===== src/apm_pkg.sv =====
// shared types, constants and helpers for the automaton pattern matcher
`default_nettype none
package apm_pkg;

  localparam int MAX_PATTERN   = 16;
  localparam int POSITION_BITS = 32;
  localparam int PATTERN_WORDS = 4;
  localparam int BYTE_W        = 8;
  localparam int WORD_W        = 32;
  localparam int LEN_W         = 5;
  localparam int IDX_W         = $clog2(MAX_PATTERN);
  localparam int CFG_IDX_W     = 3;

  typedef logic [BYTE_W-1:0] byte_t;
  typedef logic [LEN_W-1:0]  len_t;

  typedef enum logic [CFG_IDX_W-1:0] {
    CFG_PATTERN_LENGTH = 3'd0,
    CFG_PATTERN_WORD_0 = 3'd1,
    CFG_PATTERN_WORD_1 = 3'd2,
    CFG_PATTERN_WORD_2 = 3'd3,
    CFG_PATTERN_WORD_3 = 3'd4
  } cfg_index_t;

  typedef enum logic {
    MODE_RUN  = 1'b0,
    MODE_SYNC = 1'b1
  } mode_t;

  typedef struct packed {
    logic  step;
    logic  flush;
    logic  zero;
    byte_t data;
  } chain_ctl_t;

  typedef struct packed {
    logic             busy;
    logic             step;
    logic             done;
    logic [IDX_W-1:0] idx;
    len_t             target;
  } sync_t;

  function automatic len_t eff_len(input len_t raw);
    len_t m;
    m = raw;
    if (m == '0) begin
      m = len_t'(1);
    end
    if (m > len_t'(MAX_PATTERN)) begin
      m = len_t'(MAX_PATTERN);
    end
    return m;
  endfunction

endpackage
`default_nettype wire


===== src/automaton_pattern_matcher_top.sv =====
// top level of the streaming automaton pattern matcher
//
// input channel: in_text_byte and in_start_of_text move on in_valid with in_stall low;
// in_start_of_text clears the matched prefix and the byte position before that byte.
// result channel: one result per input byte on out_valid / out_stall, in input order:
// out_match_found, out_match_start (position of the first matched byte) and
// out_prefix_state (matched prefix length after the byte).
// out_valid rises in the cycle after an input transfer; with in_stall low a byte can be
// taken every cycle, as the chain of compare cells updates all prefix lengths in one step.
// when the receiver stalls, the result register holds and in_stall rises only while
// that held result would otherwise be overwritten.
// config port: cfg_ready is always high; index 0 is the pattern length, 1 to 4 the
// pattern words. after each config write the chain is rebuilt from the stored pattern,
// one pattern byte per cycle, up to the current prefix length cut to the pattern length;
// the input stalls until the rebuild is done.
// reset (rst_n low, synchronous): pattern length 1, pattern words 0, prefix and
// position 0, no result pending.
`default_nettype none
module automaton_pattern_matcher_top
  import apm_pkg::*;
(
  input  wire logic                 clk,
  input  wire logic                 rst_n,
  input  wire logic                 in_valid,
  output logic                      in_stall,
  input  wire logic [BYTE_W-1:0]    in_text_byte,
  input  wire logic                 in_start_of_text,
  output logic                      out_valid,
  input  wire logic                 out_stall,
  output logic                      out_match_found,
  output logic [WORD_W-1:0]         out_match_start,
  output logic [LEN_W-1:0]          out_prefix_state,
  input  wire logic                 cfg_valid,
  output logic                      cfg_ready,
  input  wire logic [CFG_IDX_W-1:0] cfg_index,
  input  wire logic [WORD_W-1:0]    cfg_data
);

  len_t                     len_r;
  logic [WORD_W-1:0]        pat_word_r [PATTERN_WORDS];
  byte_t                    pat [MAX_PATTERN];
  len_t                     m_eff;
  len_t                     st_r;
  logic [POSITION_BITS-1:0] pos_r;
  logic [POSITION_BITS-1:0] pos_base;
  logic [POSITION_BITS-1:0] start_pos;
  logic                     out_valid_r;
  logic                     accept;
  logic                     cfg_wr;
  sync_t                    sync;
  chain_ctl_t               ctl;
  logic [MAX_PATTERN-1:0]   hit_nxt;
  logic [MAX_PATTERN-1:0]   hit_r;
  logic [MAX_PATTERN-1:0]   prev_hit;
  logic [MAX_PATTERN-1:0]   in_use;
  len_t                     new_state;
  logic                     match;

  assign cfg_ready = 1'b1;
  assign cfg_wr    = cfg_valid & cfg_ready;
  assign in_stall  = sync.busy | (out_valid_r & out_stall);
  assign accept    = in_valid & ~in_stall;
  assign out_valid = out_valid_r;
  assign m_eff     = eff_len(len_r);

  always_ff @(posedge clk) begin
    if (!rst_n) begin
      len_r <= len_t'(1);
      for (int w = 0; w < PATTERN_WORDS; w++) begin
        pat_word_r[w] <= '0;
      end
    end else if (cfg_wr) begin
      unique case (cfg_index_t'(cfg_index))
        CFG_PATTERN_LENGTH: len_r         <= cfg_data[LEN_W-1:0];
        CFG_PATTERN_WORD_0: pat_word_r[0] <= cfg_data;
        CFG_PATTERN_WORD_1: pat_word_r[1] <= cfg_data;
        CFG_PATTERN_WORD_2: pat_word_r[2] <= cfg_data;
        CFG_PATTERN_WORD_3: pat_word_r[3] <= cfg_data;
        default: ;
      endcase
    end
  end

  apm_ctrl u_ctrl (
    .clk    (clk),
    .rst_n  (rst_n),
    .cfg_wr (cfg_wr),
    .prefix (st_r),
    .len    (m_eff),
    .sync   (sync)
  );

  assign ctl.step  = accept | sync.step;
  assign ctl.flush = accept & in_start_of_text;
  assign ctl.zero  = cfg_wr;
  assign ctl.data  = accept ? in_text_byte : pat[sync.idx];

  for (genvar k = 0; k < MAX_PATTERN; k++) begin : g_cell
    assign pat[k]    = pat_word_r[k / 4][(k % 4) * BYTE_W +: BYTE_W];
    assign in_use[k] = (len_t'(k + 1) <= m_eff);
    if (k == 0) begin : g_first
      assign prev_hit[k] = 1'b1;
    end else begin : g_rest
      assign prev_hit[k] = hit_r[k-1] & ~ctl.flush;
    end
    apm_cell u_cell (
      .clk      (clk),
      .rst_n    (rst_n),
      .ctl      (ctl),
      .prev_hit (prev_hit[k]),
      .in_use   (in_use[k]),
      .pat_byte (pat[k]),
      .hit_nxt  (hit_nxt[k]),
      .hit_r    (hit_r[k])
    );
  end

  always_comb begin
    new_state = '0;
    for (int k = 0; k < MAX_PATTERN; k++) begin
      if (hit_nxt[k]) begin
        new_state = len_t'(k + 1);
      end
    end
  end

  assign match     = (new_state == m_eff);
  assign pos_base  = in_start_of_text ? '0 : pos_r;
  assign start_pos = pos_base - POSITION_BITS'(m_eff) + POSITION_BITS'(1);

  always_ff @(posedge clk) begin
    if (!rst_n) begin
      st_r        <= '0;
      pos_r       <= '0;
      out_valid_r <= 1'b0;
    end else begin
      if (accept) begin
        st_r        <= new_state;
        pos_r       <= pos_base + POSITION_BITS'(1);
        out_valid_r <= 1'b1;
      end else begin
        if (sync.done) begin
          st_r <= sync.target;
        end
        if (!out_stall) begin
          out_valid_r <= 1'b0;
        end
      end
    end
  end

  always_ff @(posedge clk) begin
    if (accept) begin
      out_match_found  <= match;
      out_match_start  <= match ? WORD_W'(start_pos) : '0;
      out_prefix_state <= new_state;
    end
  end

endmodule
`default_nettype wire


===== src/apm_cell.sv =====
// one chain cell: tracks whether the pattern prefix ending at its byte matches
`default_nettype none
module apm_cell
  import apm_pkg::*;
(
  input  wire logic       clk,
  input  wire logic       rst_n,
  input  wire chain_ctl_t ctl,
  input  wire logic       prev_hit,
  input  wire logic       in_use,
  input  wire byte_t      pat_byte,
  output logic            hit_nxt,
  output logic            hit_r
);

  assign hit_nxt = prev_hit & in_use & (pat_byte == ctl.data);

  always_ff @(posedge clk) begin
    if (!rst_n) begin
      hit_r <= 1'b0;
    end else if (ctl.zero) begin
      hit_r <= 1'b0;
    end else if (ctl.step) begin
      hit_r <= hit_nxt;
    end
  end

endmodule
`default_nettype wire


===== src/apm_ctrl.sv =====
// sequencer that rebuilds the chain from the pattern after a config write
`default_nettype none
module apm_ctrl
  import apm_pkg::*;
(
  input  wire logic clk,
  input  wire logic rst_n,
  input  wire logic cfg_wr,
  input  wire len_t prefix,
  input  wire len_t len,
  output sync_t     sync
);

  mode_t mode_r, mode_nxt;
  len_t  cnt_r, cnt_nxt;
  len_t  target;

  assign target = (prefix < len) ? prefix : len;

  always_ff @(posedge clk) begin
    if (!rst_n) begin
      mode_r <= MODE_RUN;
      cnt_r  <= '0;
    end else begin
      mode_r <= mode_nxt;
      cnt_r  <= cnt_nxt;
    end
  end

  always_comb begin
    mode_nxt    = mode_r;
    cnt_nxt     = cnt_r;
    sync.busy   = 1'b0;
    sync.step   = 1'b0;
    sync.done   = 1'b0;
    sync.idx    = cnt_r[IDX_W-1:0];
    sync.target = target;
    unique case (mode_r)
      MODE_RUN: begin
        if (cfg_wr) begin
          mode_nxt = MODE_SYNC;
          cnt_nxt  = '0;
        end
      end
      MODE_SYNC: begin
        sync.busy = 1'b1;
        if (cfg_wr) begin
          cnt_nxt = '0;
        end else if (cnt_r != target) begin
          sync.step = 1'b1;
          cnt_nxt   = cnt_r + len_t'(1);
        end else begin
          sync.done = 1'b1;
          mode_nxt  = MODE_RUN;
        end
      end
      default: begin
        mode_nxt = MODE_RUN;
      end
    endcase
  end

endmodule
`default_nettype wire

===== config.mk =====
export PLATFORM = sky130hd
export DESIGN_NAME = automaton_pattern_matcher_top
export DESIGN_NICKNAME = d
export VERILOG_FILES = /design/src/apm_pkg.sv /design/src/automaton_pattern_matcher_top.sv /design/src/apm_cell.sv /design/src/apm_ctrl.sv
export SDC_FILE = /design/constraint.sdc
export NUM_CORES = 1
export LEC_CHECK = 0
export ABC_AREA = 1
export BUFFER_PORTS_ARGS = -buffer_cell sky130_fd_sc_hd__buf_2
export CORE_UTILIZATION = 47
export DETAILED_ROUTE_END_ITERATION = 16
export PLACE_DENSITY = 0.62
export SYNTH_ARGS = -nofsm -noshare
export SYNTH_HDL_FRONTEND = slang
export SYNTH_HIERARCHICAL = 1
export SYNTH_SLANG_ARGS = --single-unit

===== constraint.sdc =====
create_clock -name clk -period 4.28 [get_ports clk]
set_input_delay 0.428 -clock clk [delete_from_list [all_inputs] [get_ports clk]]
set_output_delay 0.428 -clock clk [all_outputs]
set_load 0.1 [all_outputs]

## Yosys cells after proc, flatten, opt, wreduce, memory -nomap -nowiden

Memories as Yosys holds them, arrays and structs flattened.
Index checks and enable logic that the tools add are counted.

| word-level totals | value |
|---|---|
| memory bits (writable) | 128 |
| bits of input ports | 49 |
| memories | 1 |
| flip-flop bits (word level) | 102 |

Memory list:

| name | depth | width | rd ports | clocked after memory_dff | write ports | line | text |
|---|---|---|---|---|---|---|---|
| pat_word_r | 4 | 32 | 4 | 0 | 4 | automaton_pattern_matcher_top.sv:40 | `logic [WORD_W-1:0] pat_word_r [PATTERN_WORDS];` |

| operators by class | value |
|---|---|
| add/subtract/negate cells | 4 |
| reduce and logical (&&, ||, !) cells | 6 |
| bitwise logic cells | 60 |
| mux-type cells | 60 |
| equality and inequality tests | 25 |
| magnitude comparators | 19 |

Operator list:

| cell | number |
|---|---|
| 2-to-1 mux 32 bit | 5 |
| equality test 8 bit | 16 |
| 2-to-1 mux 5 bit | 23 |
| adder 32 x 1 -> 32 bit (second input constant) | 2 |
| bitwise AND 1 bit | 49 |
| <= comparator 4 x 5 -> 1 bit (first input constant) | 8 |
| binary-select mux 8 bit (select 4 bit) | 1 |
| subtractor 32 x 5 -> 32 bit | 1 |
| 2-to-1 mux 1 bit | 24 |
| 2-to-1 mux 8 bit | 3 |
| <= comparator 3 x 5 -> 1 bit (first input constant) | 4 |
| <= comparator 2 x 5 -> 1 bit (first input constant) | 2 |
| one-hot mux 5 bit (2 select lines) | 1 |
| equality test 3 x 2 -> 1 bit (second input constant) | 2 |
| OR 1 bit | 6 |
| adder 5 x 1 -> 5 bit (second input constant) | 1 |
| equality test 5 bit | 1 |
| greater-or-equal comparator 5 bit (second input constant) | 1 |
| > comparator 5 bit (second input constant) | 1 |
| <= comparator 1 x 5 -> 1 bit (first input constant) | 1 |
| <= comparator 5 bit (first input constant) | 1 |
| zero test 5 bit | 1 |
| < comparator 5 bit | 1 |
| != test 5 bit | 1 |
| other kinds (14) | 18 |

## Logic depth before layout (Yosys ltp)

Gate-level depths: netlist of run 1.

| logic depth | value |
|---|---|
| depth in word-level cells | 34 |
| mapped depth | 36 |

## Modules after synthesis

Netlist of run 1, hierarchy kept.

By module, submodules not included:

| module | times used | sequential area each (um^2) | cells an instance | area each (um^2) |
|---|---|---|---|---|
| automaton_pattern_matcher_top | 1 | 5845.6 | 1381 | 11887.7 |
| apm_cell | 16 | 20.0 | 45 | 217.7 |
| apm_ctrl | 1 | 120.1 | 108 | 745.7 |

## Worst setup path before layout of run 1

OpenSTA, ideal clock, no wires.

| timing | value |
|---|---|
| path type | reg-to-reg |
| from | register out_valid_r, in the netlist out_valid |
| to | register out_match_start[10], data pin |
| data arrival time | 4.835 ns |
| path slack | -0.810 ns |
| cell stages (with the launch flop) | 33 |
| cell sequence | dfxtp_1 -> nand2_1 -> nand3_2 -> clkbuf_1 -> buf_1 -> nor2_1 -> a31oi_1 -> nand2_1 -> nand2_2 -> nand2_2 -> nor2_2 -> nand3_2 -> inv_1 -> inv_1 -> nand2_1 -> nand2_1 -> nand2_1 -> nand2_1 -> nand2_1 -> nand2_1 -> nand2_1 -> nand2_1 -> nand2_1 -> nand2_1 -> nand2_1 -> nand2_1 -> nand2_1 -> nand2_1 -> nand2_1 -> nand2_1 -> nand3_1 -> buf_2 -> nor2_1 |

RTL lines:

| what | line | text |
|---|---|---|
| start, declared | automaton_pattern_matcher_top.sv:47 | `logic out_valid_r;` |
| start signal, assigned | automaton_pattern_matcher_top.sv:135 | `out_valid_r <= 1'b0;` |
| start signal, assigned | automaton_pattern_matcher_top.sv:140 | `out_valid_r <= 1'b1;` |
| start signal, assigned | automaton_pattern_matcher_top.sv:146 | `out_valid_r <= 1'b0;` |
| end signal, assigned | automaton_pattern_matcher_top.sv:155 | `out_match_start <= match ? WORD_W'(start_pos) : '0;` |
| end, declared | automaton_pattern_matcher_top.sv:31 | `output logic [WORD_W-1:0] out_match_start,` |

==> results of run 1 <==
## metal layers
layer  GRT usage [%]  routed length [µm]  vias to the layer above
li1                -                   -                     7149
met1            33.9               20300                     6346
met2            44.5               21400                      388
met3            2.78                1910                       68
met4            7.76                1170                        0
met5               0                   0                        -
## flip-flops by register name, summed over array words and instances, names as in the netlist
| name | flops |
|---|---|
| u_ctrl/mode_r | 1 |
| out_prefix_state | 5 |
| st_r | 5 |
| out_match_found | 1 |
| pos_r | 32 |
| out_match_start | 32 |
| pat_word_r | 128 |
| out_valid | 1 |
| u_ctrl/cnt_r | 5 |
| len_r | 5 |
| g_cell.u_cell/hit_r | 15 |
## through the flow
step                power [mW]  setup slack (ps)
global route              6.15              6.00
global placement          3.84               256
floorplan                 3.51              35.1
CTS                       5.94               271
detailed placement        3.85               232
finish                    5.90               375
## worst min-delay path, cell delays in order
cell and delay (ps):
sky130_fd_sc_hd__buf_2 100, sky130_fd_sc_hd__o21ai_0 80, sky130_fd_sc_hd__a21oi_1 110
## power by group
group / leakage (nW) / total, mW / switching (mW) / internal (mW)
Clock: 0.392 / 2.09 / 0.902 / 1.18
Combinational: 6.60 / 1.20 / 0.851 / 0.353
Sequential: 2.13 / 2.61 / 0.0938 / 2.51
## layout make-up
type | count | area, µm²
clock buffers | 35 | 726
multi-input cells | 1479 | 8030
fillers | 3284 | 15500
inverters | 437 | 1640
repair buffers | 128 | 832
flip-flops and latches | 230 | 6270
well taps | 448 | 561
clock inverters | 13 | 61.3
## timing repair
action	CTS	global route
gates resized for setup	0	2
endpoints found under the setup margin	0	33
endpoints found under the hold margin	0	0
setup buffers	0	0
## worst min path at each step
stage | startpoint | cells past startpoint | slack (ps) | to
2_1_floorplan | pos_r[3]$_SDFFE_PN0P_ | 2 | 440 | pos_r[3]$_SDFFE_PN0P_
3_3_place_gp | pos_r[3]$_SDFFE_PN0P_ | 2 | 450 | pos_r[3]$_SDFFE_PN0P_
3_5_place_dp | pos_r[3]$_SDFFE_PN0P_ | 2 | 460 | pos_r[3]$_SDFFE_PN0P_
4_1_cts | cfg_data[3] | 3 | 190 | len_r[3]$_SDFFE_PN0P_
5_1_grt | cfg_data[3] | 3 | 230 | len_r[3]$_SDFFE_PN0P_
6_report | cfg_data[3] | 3 | 210 | len_r[3]$_SDFFE_PN0P_
==> metrics, run 1 <==
status=complete, no violations; Post-Place Cell Area=17300 µm²; share of post-route cells with drive strength above 1=14.4%; last element of the critical path=out_match_start[26]$_SDFFCE_PP0P_; CP endpoint kind=flop; I/O pin count=90; Skew-Pair Late Insertion Delay=540 ps; max-cap violations=0; vias in the first global route=between 10000 and 15000; Rows=67; first-pass iteration count of the detailed router=7; effective utilization at floorplan=47.8%; cell occurring most often along the worst timing path=sky130_fd_sc_hd__nor2_1; clock tree from TritonCTS=yes; floorplan die area=34900 µm²; worst clock skew=12.8 ps; worst flop-to-flop path startpoint=u_ctrl/cnt_r[0]$_SDFFE_PN0P_; overall routed net length=around 45000 µm; Reg clk slew, reported paths=around 60 ps; Max Clock Freq=0.256 GHz; Vias=13951; RSZ-0062 raised after global routing=false; Max stage delay cell, worst path=sky130_fd_sc_hd__dfxtp_4; Max rail drop VDD=0.289 mV; Final Cycle Share=between 90% and 100%; pwr/cell area=325 nW/µm²; time the worst path needs with I/O delays and setup=3910 ps; Post-Syn Area=between 15000 and 20000 µm²; leakage component of the power=~9.1 nW; worst slew margin relative to its limit=50.0%; kind of start point of the critical path=flop; number of antenna diodes=0; number of hold violations in the final report=0; Syn-to-layout area delta=12.7%; routed length per instance=16.2 µm; worst setup slack for register-to-register paths=370 ps; Setup TNS=0 ps; type of the tightest min-delay check=in -> reg; CTS sink cnt=230; Worst Reg2Reg Path Length in Cells=24; global-route wire length before repair=71100 µm; H-tree levels=1; Port-buffer cells=88; global routing usage summed across all routing layers=25.7%; vertical die dimension=187 µm; Core Region=33600 µm²; pin count of the biggest net entering global routing=70; antenna violation net count after detailed routing=0; most used cells in the layout excluding fill and tap cells=sky130_fd_sc_hd__nand2_1 (487), sky130_fd_sc_hd__inv_1 (399), sky130_fd_sc_hd__nor2_1 (370); slew at the pin closest to its max-slew limit=750 ps; number of setup violations in the final report=0; kind of cell with the highest combined delay on the critical path=simple AND/OR/NAND/NOR gates; final core utilization=a little over half; routability congestion estimate from global placement=between 0.9 and 1; hold buffers post-CTS=0; antenna violations before repair=0; final non-filler cell total=2770; Clock Root Buffer=sky130_fd_sc_hd__clkbuf_16; worst endpoint required time=4570 ps; number of buffers and inverters on the critical path=6; Avg Inst Size Synth=approximately 7.3 µm²; count of warnings emitted by yosys=6; maximum single-stage delay on the critical path=450 ps; cell count along the critical path=24; largest fanout on the critical path=40; crit path kind=reg -> reg; endpoint of the worst-slack reg-to-reg timing path=out_match_start[26]$_SDFFCE_PP0P_; Critical Path Source=u_ctrl/cnt_r[0]$_SDFFE_PN0P_; Starting DRT DRC Count=1132; synthesized instance count=2205; placed cell count=about 2700; count of pins over their slew limit=0; Nets=2419; x dimension of the die=187 µm; number of vias per cell after detailed routing=5.04; commonest non-fill, non-tap cell in the layout=sky130_fd_sc_hd__nand2_1; total congestion overflow after global routing=0; clock buffers created by TritonCTS=27; hold slack=212 ps; Crit path arrival time=4190 ps; number of design rule violations left after detail routing=0; Max Buffers Root-to-Sink=3; detailed placement HPWL=33700 µm; Design Area, Final=18100 µm²; cells along the critical path=buf_12 -> o21ai_0 -> o221ai_1 -> o211ai_1 -> a31oi_4 -> buf_6 -> buf_4 -> nand2_1 -> nand2_1 -> inv_2 -> nand2_2 -> nor2_2 -> nand3_2 -> inv_1 -> nor2_1 -> nand3_1 -> nor2_1 -> xor2_1 -> nor3_1 -> a21oi_1 -> nor3_2 -> nand3_1 -> buf_12 -> nor2_1
No activity file was read; power rests on OpenSTA's default activity.
==> run 2, diff against run 1 <==
--- a/config.mk
+++ b/config.mk
@@ -7,9 +7,12 @@
 export LEC_CHECK = 0
 export ABC_AREA = 1
 export BUFFER_PORTS_ARGS = -buffer_cell sky130_fd_sc_hd__buf_2
-export CORE_UTILIZATION = 47
+export CELL_PAD_IN_SITES_DETAIL_PLACEMENT = 1
+export CELL_PAD_IN_SITES_GLOBAL_PLACEMENT = 1
+export CORE_MARGIN = 4
+export CORE_UTILIZATION = 42
 export DETAILED_ROUTE_END_ITERATION = 16
-export PLACE_DENSITY = 0.62
+export PLACE_DENSITY = 0.74
 export SYNTH_ARGS = -nofsm -noshare
 export SYNTH_HDL_FRONTEND = slang
 export SYNTH_HIERARCHICAL = 1
==> run 2 against run 1 <==
  * Setup slack got worse by 60 ps
  * Clock skew rose by 7.1 ps
  * Die area rose by 19%
  * Critical path depth fell by 1
  * Largest power group unchanged
==> metrics, run 2 (same netlist as run 1, synthesis figures left out) <==
endpoint of the worst-slack reg-to-reg timing path=out_match_start[28]$_SDFFCE_PP0P_; Rows=71; maximum single-stage delay on the critical path=460 ps; pin count of the biggest net entering global routing=53; detailed placement HPWL=around 39000 µm; most used cells in the layout excluding fill and tap cells=sky130_fd_sc_hd__nand2_1 (487), sky130_fd_sc_hd__inv_1 (399), sky130_fd_sc_hd__nor2_1 (370); number of setup violations in the final report=0; Starting DRT DRC Count=832; CTS sink cnt=230; total area of multi-input combinational cells=8040 µm²; global-route wire length before repair=about 83000 µm; routability congestion estimate from global placement=0.902; max-cap violations=0; Port-buffer cells=88; Vias=around 15000; x dimension of the die=just over 200 µm; kind of start point of the critical path=flop; Max stage delay cell, worst path=sky130_fd_sc_hd__dfxtp_2; global routing usage summed across all routing layers=24.9%; largest fanout on the critical path=33; worst slew margin relative to its limit=22.9%; Reg clk slew, reported paths=70 ps; Max rail drop VDD=around 0.32 mV; kind of cell with the highest combined delay on the critical path=simple AND/OR/NAND/NOR gates; crit path kind=reg -> reg; Crit path arrival time=around 4400 ps; number of design rule violations left after detail routing=0; RSZ-0062 raised after global routing=false; overall routed net length=52300 µm; worst flop-to-flop path startpoint=u_ctrl/cnt_r[0]$_SDFFE_PN0P_; clock buffers created by TritonCTS=28; clock tree from TritonCTS=yes; number of antenna diodes=0; total congestion overflow after global routing=0; Max Buffers Root-to-Sink=3; most flop-heavy register=pat_word_r; number of vias per cell after detailed routing=about 5.2; vias in the first global route=15445; leakage component of the power=9.17 nW; count of fill cells added during filler insertion=~4800; floorplan die area=41500 µm²; Nets=roughly 2400; H-tree levels=1; commonest non-fill, non-tap cell in the layout=sky130_fd_sc_hd__nand2_1; Setup TNS=0 ps; CP endpoint kind=flop; cell count along the critical path=23; FF/Latch Area=between 6000 and 7000 µm²; I/O pin count=90; Clock Root Buffer=sky130_fd_sc_hd__clkbuf_16; Core Region=about 38000 µm²; worst clock skew=19.9 ps; Final Cycle Share=92.7%; effective utilization at floorplan=42.6%; Syn-to-layout area delta=14.2%; largest registers=pat_word_r (128), out_match_start (32), pos_r (32); Worst Reg2Reg Path Length in Cells=23; number of flip-flops in the largest register=128; slew at the pin closest to its max-slew limit=1160 ps; last element of the critical path=out_match_start[28]$_SDFFCE_PP0P_; antenna violations before repair=0; share of post-route cells with drive strength above 1=14.5%; Critical Path Source=u_ctrl/cnt_r[0]$_SDFFE_PN0P_; type of the tightest min-delay check=in -> reg; worst endpoint required time=between 4000 and 5000 ps; Design Area, Final=18400 µm²; Post-Place Cell Area=17400 µm²; number of buffers and inverters on the critical path=6; cells along the critical path=buf_12 -> mux2i_1 -> o221ai_1 -> nand3_1 -> a31oi_4 -> buf_4 -> inv_1 -> nand2_1 -> nand2_2 -> nand2_2 -> nor2_2 -> nand3_2 -> inv_1 -> inv_1 -> nand3_1 -> nor2_1 -> xor2_1 -> nor3_1 -> a21oi_1 -> nor3_2 -> nand3_1 -> buf_12 -> nor2_1; routed length per instance=between 15 and 20 µm; worst setup slack for register-to-register paths=310 ps; first-pass iteration count of the detailed router=5; antenna violation net count after detailed routing=0; vertical die dimension=204 µm; number of hold violations in the final report=0; pwr/cell area=340 nW/µm²; Max Clock Freq=0.252 GHz; time the worst path needs with I/O delays and setup=approximately 4000 ps; Skew-Pair Late Insertion Delay=570 ps; count of pins over their slew limit=0; status=complete, no violations; hold buffers post-CTS=0
-- run 2: cell count changes in the layout (fill, tap and decap cells not counted), moves of 3 or more --
cell / previous run / this run
sky130_fd_sc_hd__clkinv_2: 6 / 3
sky130_fd_sc_hd__bufinv_16: 0 / 3
sky130_fd_sc_hd__clkinvlp_4: 0 / 4
sky130_fd_sc_hd__clkbuf_16: 27 / 30
sky130_fd_sc_hd__buf_4: 32 / 25
-- run 2: worst min-delay path, cell delays in order --
cell	delay, ps
sky130_fd_sc_hd__buf_2	70
sky130_fd_sc_hd__inv_1	60
sky130_fd_sc_hd__nor2_1	100
-- run 2: per-layer routing --
metal	vias to the layer above	global-route usage (%)	part of all wire (%)
li1	7154	-	-
met1	7095	30.9	43
met2	284	45.1	50
met3	119	2.70	3.3
met4	0	8.41	3.6
met5	-	0	0
-- run 2: timing repair --
action                     in CTS  in global routing
setup endpoints to repair       0                 33
gates resized for setup         0                 10
buffers inserted                0                  1
-- run 2: where the power goes --
part	leakage (nW)	switching, mW	internal (mW)
sequential	2.13	0.0975	2.51
clock	0.432	0.965	1.41
combinational	6.60	0.905	0.358
total	9.17	1.97	4.28
-- run 2: cell type report --
type                            count  share of cell area (%)
Clock buffer                       34                    4.05
Timing Repair Buffer              125                    4.68
Multi-Input combinational cell   1479                    43.8
Tap cell                          511                    3.48
Sequential cell                   230                    34.2
Clock inverter                     18                   0.879
Inverter                          437                    8.95
-- run 2: through the flow --
step	power (mW)	hold slack (ps)	setup WS [ps]	util [%]	instances
6_report	6.24	201	314	48.6	2834
4_1_cts	6.29	175	192	48.4	2832
5_1_grt	6.54	204	11.8	48.6	2834
2_1_floorplan	3.51	441	35.1	-	2207
3_3_place_gp	3.86	448	404	46.0	2780
3_5_place_dp	3.90	463	243	46.0	2780
-- run 2: worst min path at each step --
| stage | startpoint | endpoint | slack (ps) | cells after the start |
|---|---|---|---|---|
| final | cfg_data[24] | pat_word_r[3][24]$_SDFFCE_PN0P_ | 200 | 3 |
| after global routing | cfg_data[26] | pat_word_r[3][26]$_SDFFCE_PN0P_ | 200 | 3 |
| after CTS | cfg_data[24] | pat_word_r[3][24]$_SDFFCE_PN0P_ | 180 | 3 |
| after detailed placement | pos_r[20]$_SDFFE_PN0P_ | pos_r[20]$_SDFFE_PN0P_ | 460 | 2 |
| after global placement | pos_r[3]$_SDFFE_PN0P_ | pos_r[3]$_SDFFE_PN0P_ | 450 | 2 |
| after floorplan | pos_r[3]$_SDFFE_PN0P_ | pos_r[3]$_SDFFE_PN0P_ | 440 | 2 |
==> run 3, diff against run 2 <==
--- a/config.mk
+++ b/config.mk
@@ -13,6 +13,7 @@
 export CORE_UTILIZATION = 42
 export DETAILED_ROUTE_END_ITERATION = 16
 export PLACE_DENSITY = 0.74
+export RECOVER_POWER = 50
 export SYNTH_ARGS = -nofsm -noshare
 export SYNTH_HDL_FRONTEND = slang
 export SYNTH_HIERARCHICAL = 1
==> run 3 against run 2 <==
  * The flow now finishes with violations (capacitance limit, slew limit)
  * Die area unchanged
  * Sequential share of layout area increased by 0.14 points
  * Critical path depth increased by 10
  * Wire length about the same
  * Setup slack improved by 15 ps
  * Non-clock buffer count unchanged
  * Global-route usage unchanged
  * Core utilization decreased by 0.21 points
  * First-iteration DRC count decreased by 0.12%
  * Total power about the same
  * Sequential cell count unchanged
==> metrics, run 3 (same netlist as run 1, synthesis figures left out) <==
antenna violations before repair=0; Syn-to-layout area delta=13.7%; Post-Place Cell Area=17400 µm²; grt met1 use=30.9%; overall routed net length=52300 µm; number of antenna diodes=0; worst setup margin=329 ps; crit path kind=reg -> reg; status=complete, but fails checks; violated checks=capacitance limit, slew limit; Crit path arrival time=4260 ps; number of design rule violations left after detail routing=0; H-tree levels=1; RSZ-0062 raised after global routing=false; Core Region=roughly 38000 µm²; Final Cycle Share=between 90% and 100%; first-pass iteration count of the detailed router=5; clock buffers created by TritonCTS=28; met3 track demand over resource in global routing=under 10%; Starting DRT DRC Count=between 800 and 900; x dimension of the die=roughly 200 µm; worst slew margin relative to its limit=-71.7%; kind of cell with the highest combined delay on the critical path=simple AND/OR/NAND/NOR gates; final non-filler cell total=2834; Max rail drop VDD=between 0.3 and 0.4 mV; Clock Root Buffer=sky130_fd_sc_hd__clkbuf_16; routability congestion estimate from global placement=about 0.9; effective utilization at floorplan=42.6%; Hold Path Depth=3; total chip power=around 6.2 mW; count of pins over their slew limit=198; pin count of the biggest net entering global routing=53; number of flip-flops in the largest register=128; most used cells in the layout excluding fill and tap cells=sky130_fd_sc_hd__nand2_1 (487), sky130_fd_sc_hd__inv_1 (399), sky130_fd_sc_hd__nor2_1 (370); Vias=14654; pwr/cell area=341 nW/µm²; FF/Latch Area=6270 µm²; most flop-heavy register=pat_word_r; vertical die dimension=just over 200 µm; largest registers=pat_word_r (128), out_match_start (32), pos_r (32); Max Buffers Root-to-Sink=3; Setup TNS=0 ps; global routing usage summed across all routing layers=24.9%; end point of the most critical hold path=pat_word_r[3][24]$_SDFFCE_PN0P_; Most Used Layer, Global Route=met2; type of the tightest min-delay check=in -> reg; number of setup violations in the final report=0; count of fill cells added during filler insertion=4801; Skew-Pair Late Insertion Delay=570 ps; hold buffers post-CTS=0; floorplan die area=~41000 µm²; placed cell count=2780; CTS sink cnt=230; worst clock skew=19.0 ps; met2 track utilization from global routing=between 40% and 50%; Port-buffer cells=88; Max stage delay cell, worst path=sky130_fd_sc_hd__dfxtp_2; hold path start=cfg_data[24]; vias in the first global route=15445; number of hold violations in the final report=0; global-route wire length before repair=between 80000 and 90000 µm; number of buffers and inverters on the critical path=6; Design Area, Final=~18000 µm²; kind of start point of the critical path=flop; routed length per instance=18.5 µm; clock tree from TritonCTS=yes; total area of multi-input combinational cells=8040 µm²; slew at the pin closest to its max-slew limit=about 2600 ps; antenna violation net count after detailed routing=0; endpoint of the worst-slack reg-to-reg timing path=out_match_start[28]$_SDFFCE_PP0P_; Reg clk slew, reported paths=70 ps; largest fanout on the critical path=33; total congestion overflow after global routing=0; Nets=approximately 2400; worst slack at placement=243 ps; time the worst path needs with I/O delays and setup=between 3000 and 4000 ps; worst endpoint required time=4590 ps; worst flop-to-flop path startpoint=u_ctrl/cnt_r[0]$_SDFFE_PN0P_; I/O pin count=90; commonest non-fill, non-tap cell in the layout=sky130_fd_sc_hd__nand2_1; Max Clock Freq=between 0.2 and 0.3 GHz; Rows=71; detailed placement HPWL=39100 µm; number of vias per cell after detailed routing=between 5 and 6; leakage component of the power=9.02 nW; maximum single-stage delay on the critical path=460 ps; share of post-route cells with drive strength above 1=12.4%; CP endpoint kind=flop; Worst Reg2Reg Path Length in Cells=33; max-cap violations=6; cell occurring most often along the worst timing path=sky130_fd_sc_hd__nand2_1; worst setup slack for register-to-register paths=~330 ps
-- run 3: tightest hold or removal path, stage by stage --
cell and delay (ps):
sky130_fd_sc_hd__buf_2 70, sky130_fd_sc_hd__inv_1 60, sky130_fd_sc_hd__nor2_1 100
-- run 3: what timing repair did --
item                       in CTS  in global routing
setup endpoints to repair       0                 33
resized for setup               0                 10
buffers inserted                0                  1
-- run 3: metrics by stage --
stage                     hold slack, ps  util [%]
after floorplan                      441         -
after CTS                            175      48.4
final                                200      48.4
after detailed placement             463      46.0
after global placement               448      46.0
after global routing                 204      48.4
-- run 3: worst max path at each step --
| stage | start | endpoint | slack [ps] | cells past startpoint |
|---|---|---|---|---|
| after floorplan | out_valid$_SDFFE_PN0P_ | out_match_start[10]$_SDFFCE_PP0P_ | 40 | 29 |
| after global placement | u_ctrl/cnt_r[0]$_SDFFE_PN0P_ | out_match_start[24]$_SDFFCE_PP0P_ | 400 | 34 |
| after detailed placement | u_ctrl/cnt_r[0]$_SDFFE_PN0P_ | out_match_start[28]$_SDFFCE_PP0P_ | 240 | 34 |
| after CTS | u_ctrl/cnt_r[0]$_SDFFE_PN0P_ | out_match_start[28]$_SDFFCE_PP0P_ | 190 | 34 |
| after global routing | u_ctrl/cnt_r[0]$_SDFFE_PN0P_ | out_match_start[28]$_SDFFCE_PP0P_ | 10 | 34 |
| final | u_ctrl/cnt_r[0]$_SDFFE_PN0P_ | out_match_start[28]$_SDFFCE_PP0P_ | 330 | 33 |
-- run 3: where the power goes --
part	internal, mW	leakage, nW	switching (mW)
clock network	1.41	0.432	0.965
logic	0.351	6.46	0.904
registers	2.52	2.13	0.0982
total	4.27	9.02	1.97
-- run 3: layout make-up --
| class | instances | share of cell area, % |
|---|---|---|
| Multi-Input combinational cell | 1479 | 44.0 |
| Clock buffer | 34 | 4.07 |
| Sequential cell | 230 | 34.3 |
| Inverter | 437 | 8.99 |
| Tap cell | 511 | 3.50 |
| Clock inverter | 18 | 0.883 |
| Timing Repair Buffer | 125 | 4.30 |
-- run 3: per-layer routing --
metal	up-vias	wire length (µm)
met3	111	1680
li1	7151	-
met1	7119	22500
met2	273	26300
met5	-	0
met4	0	1830
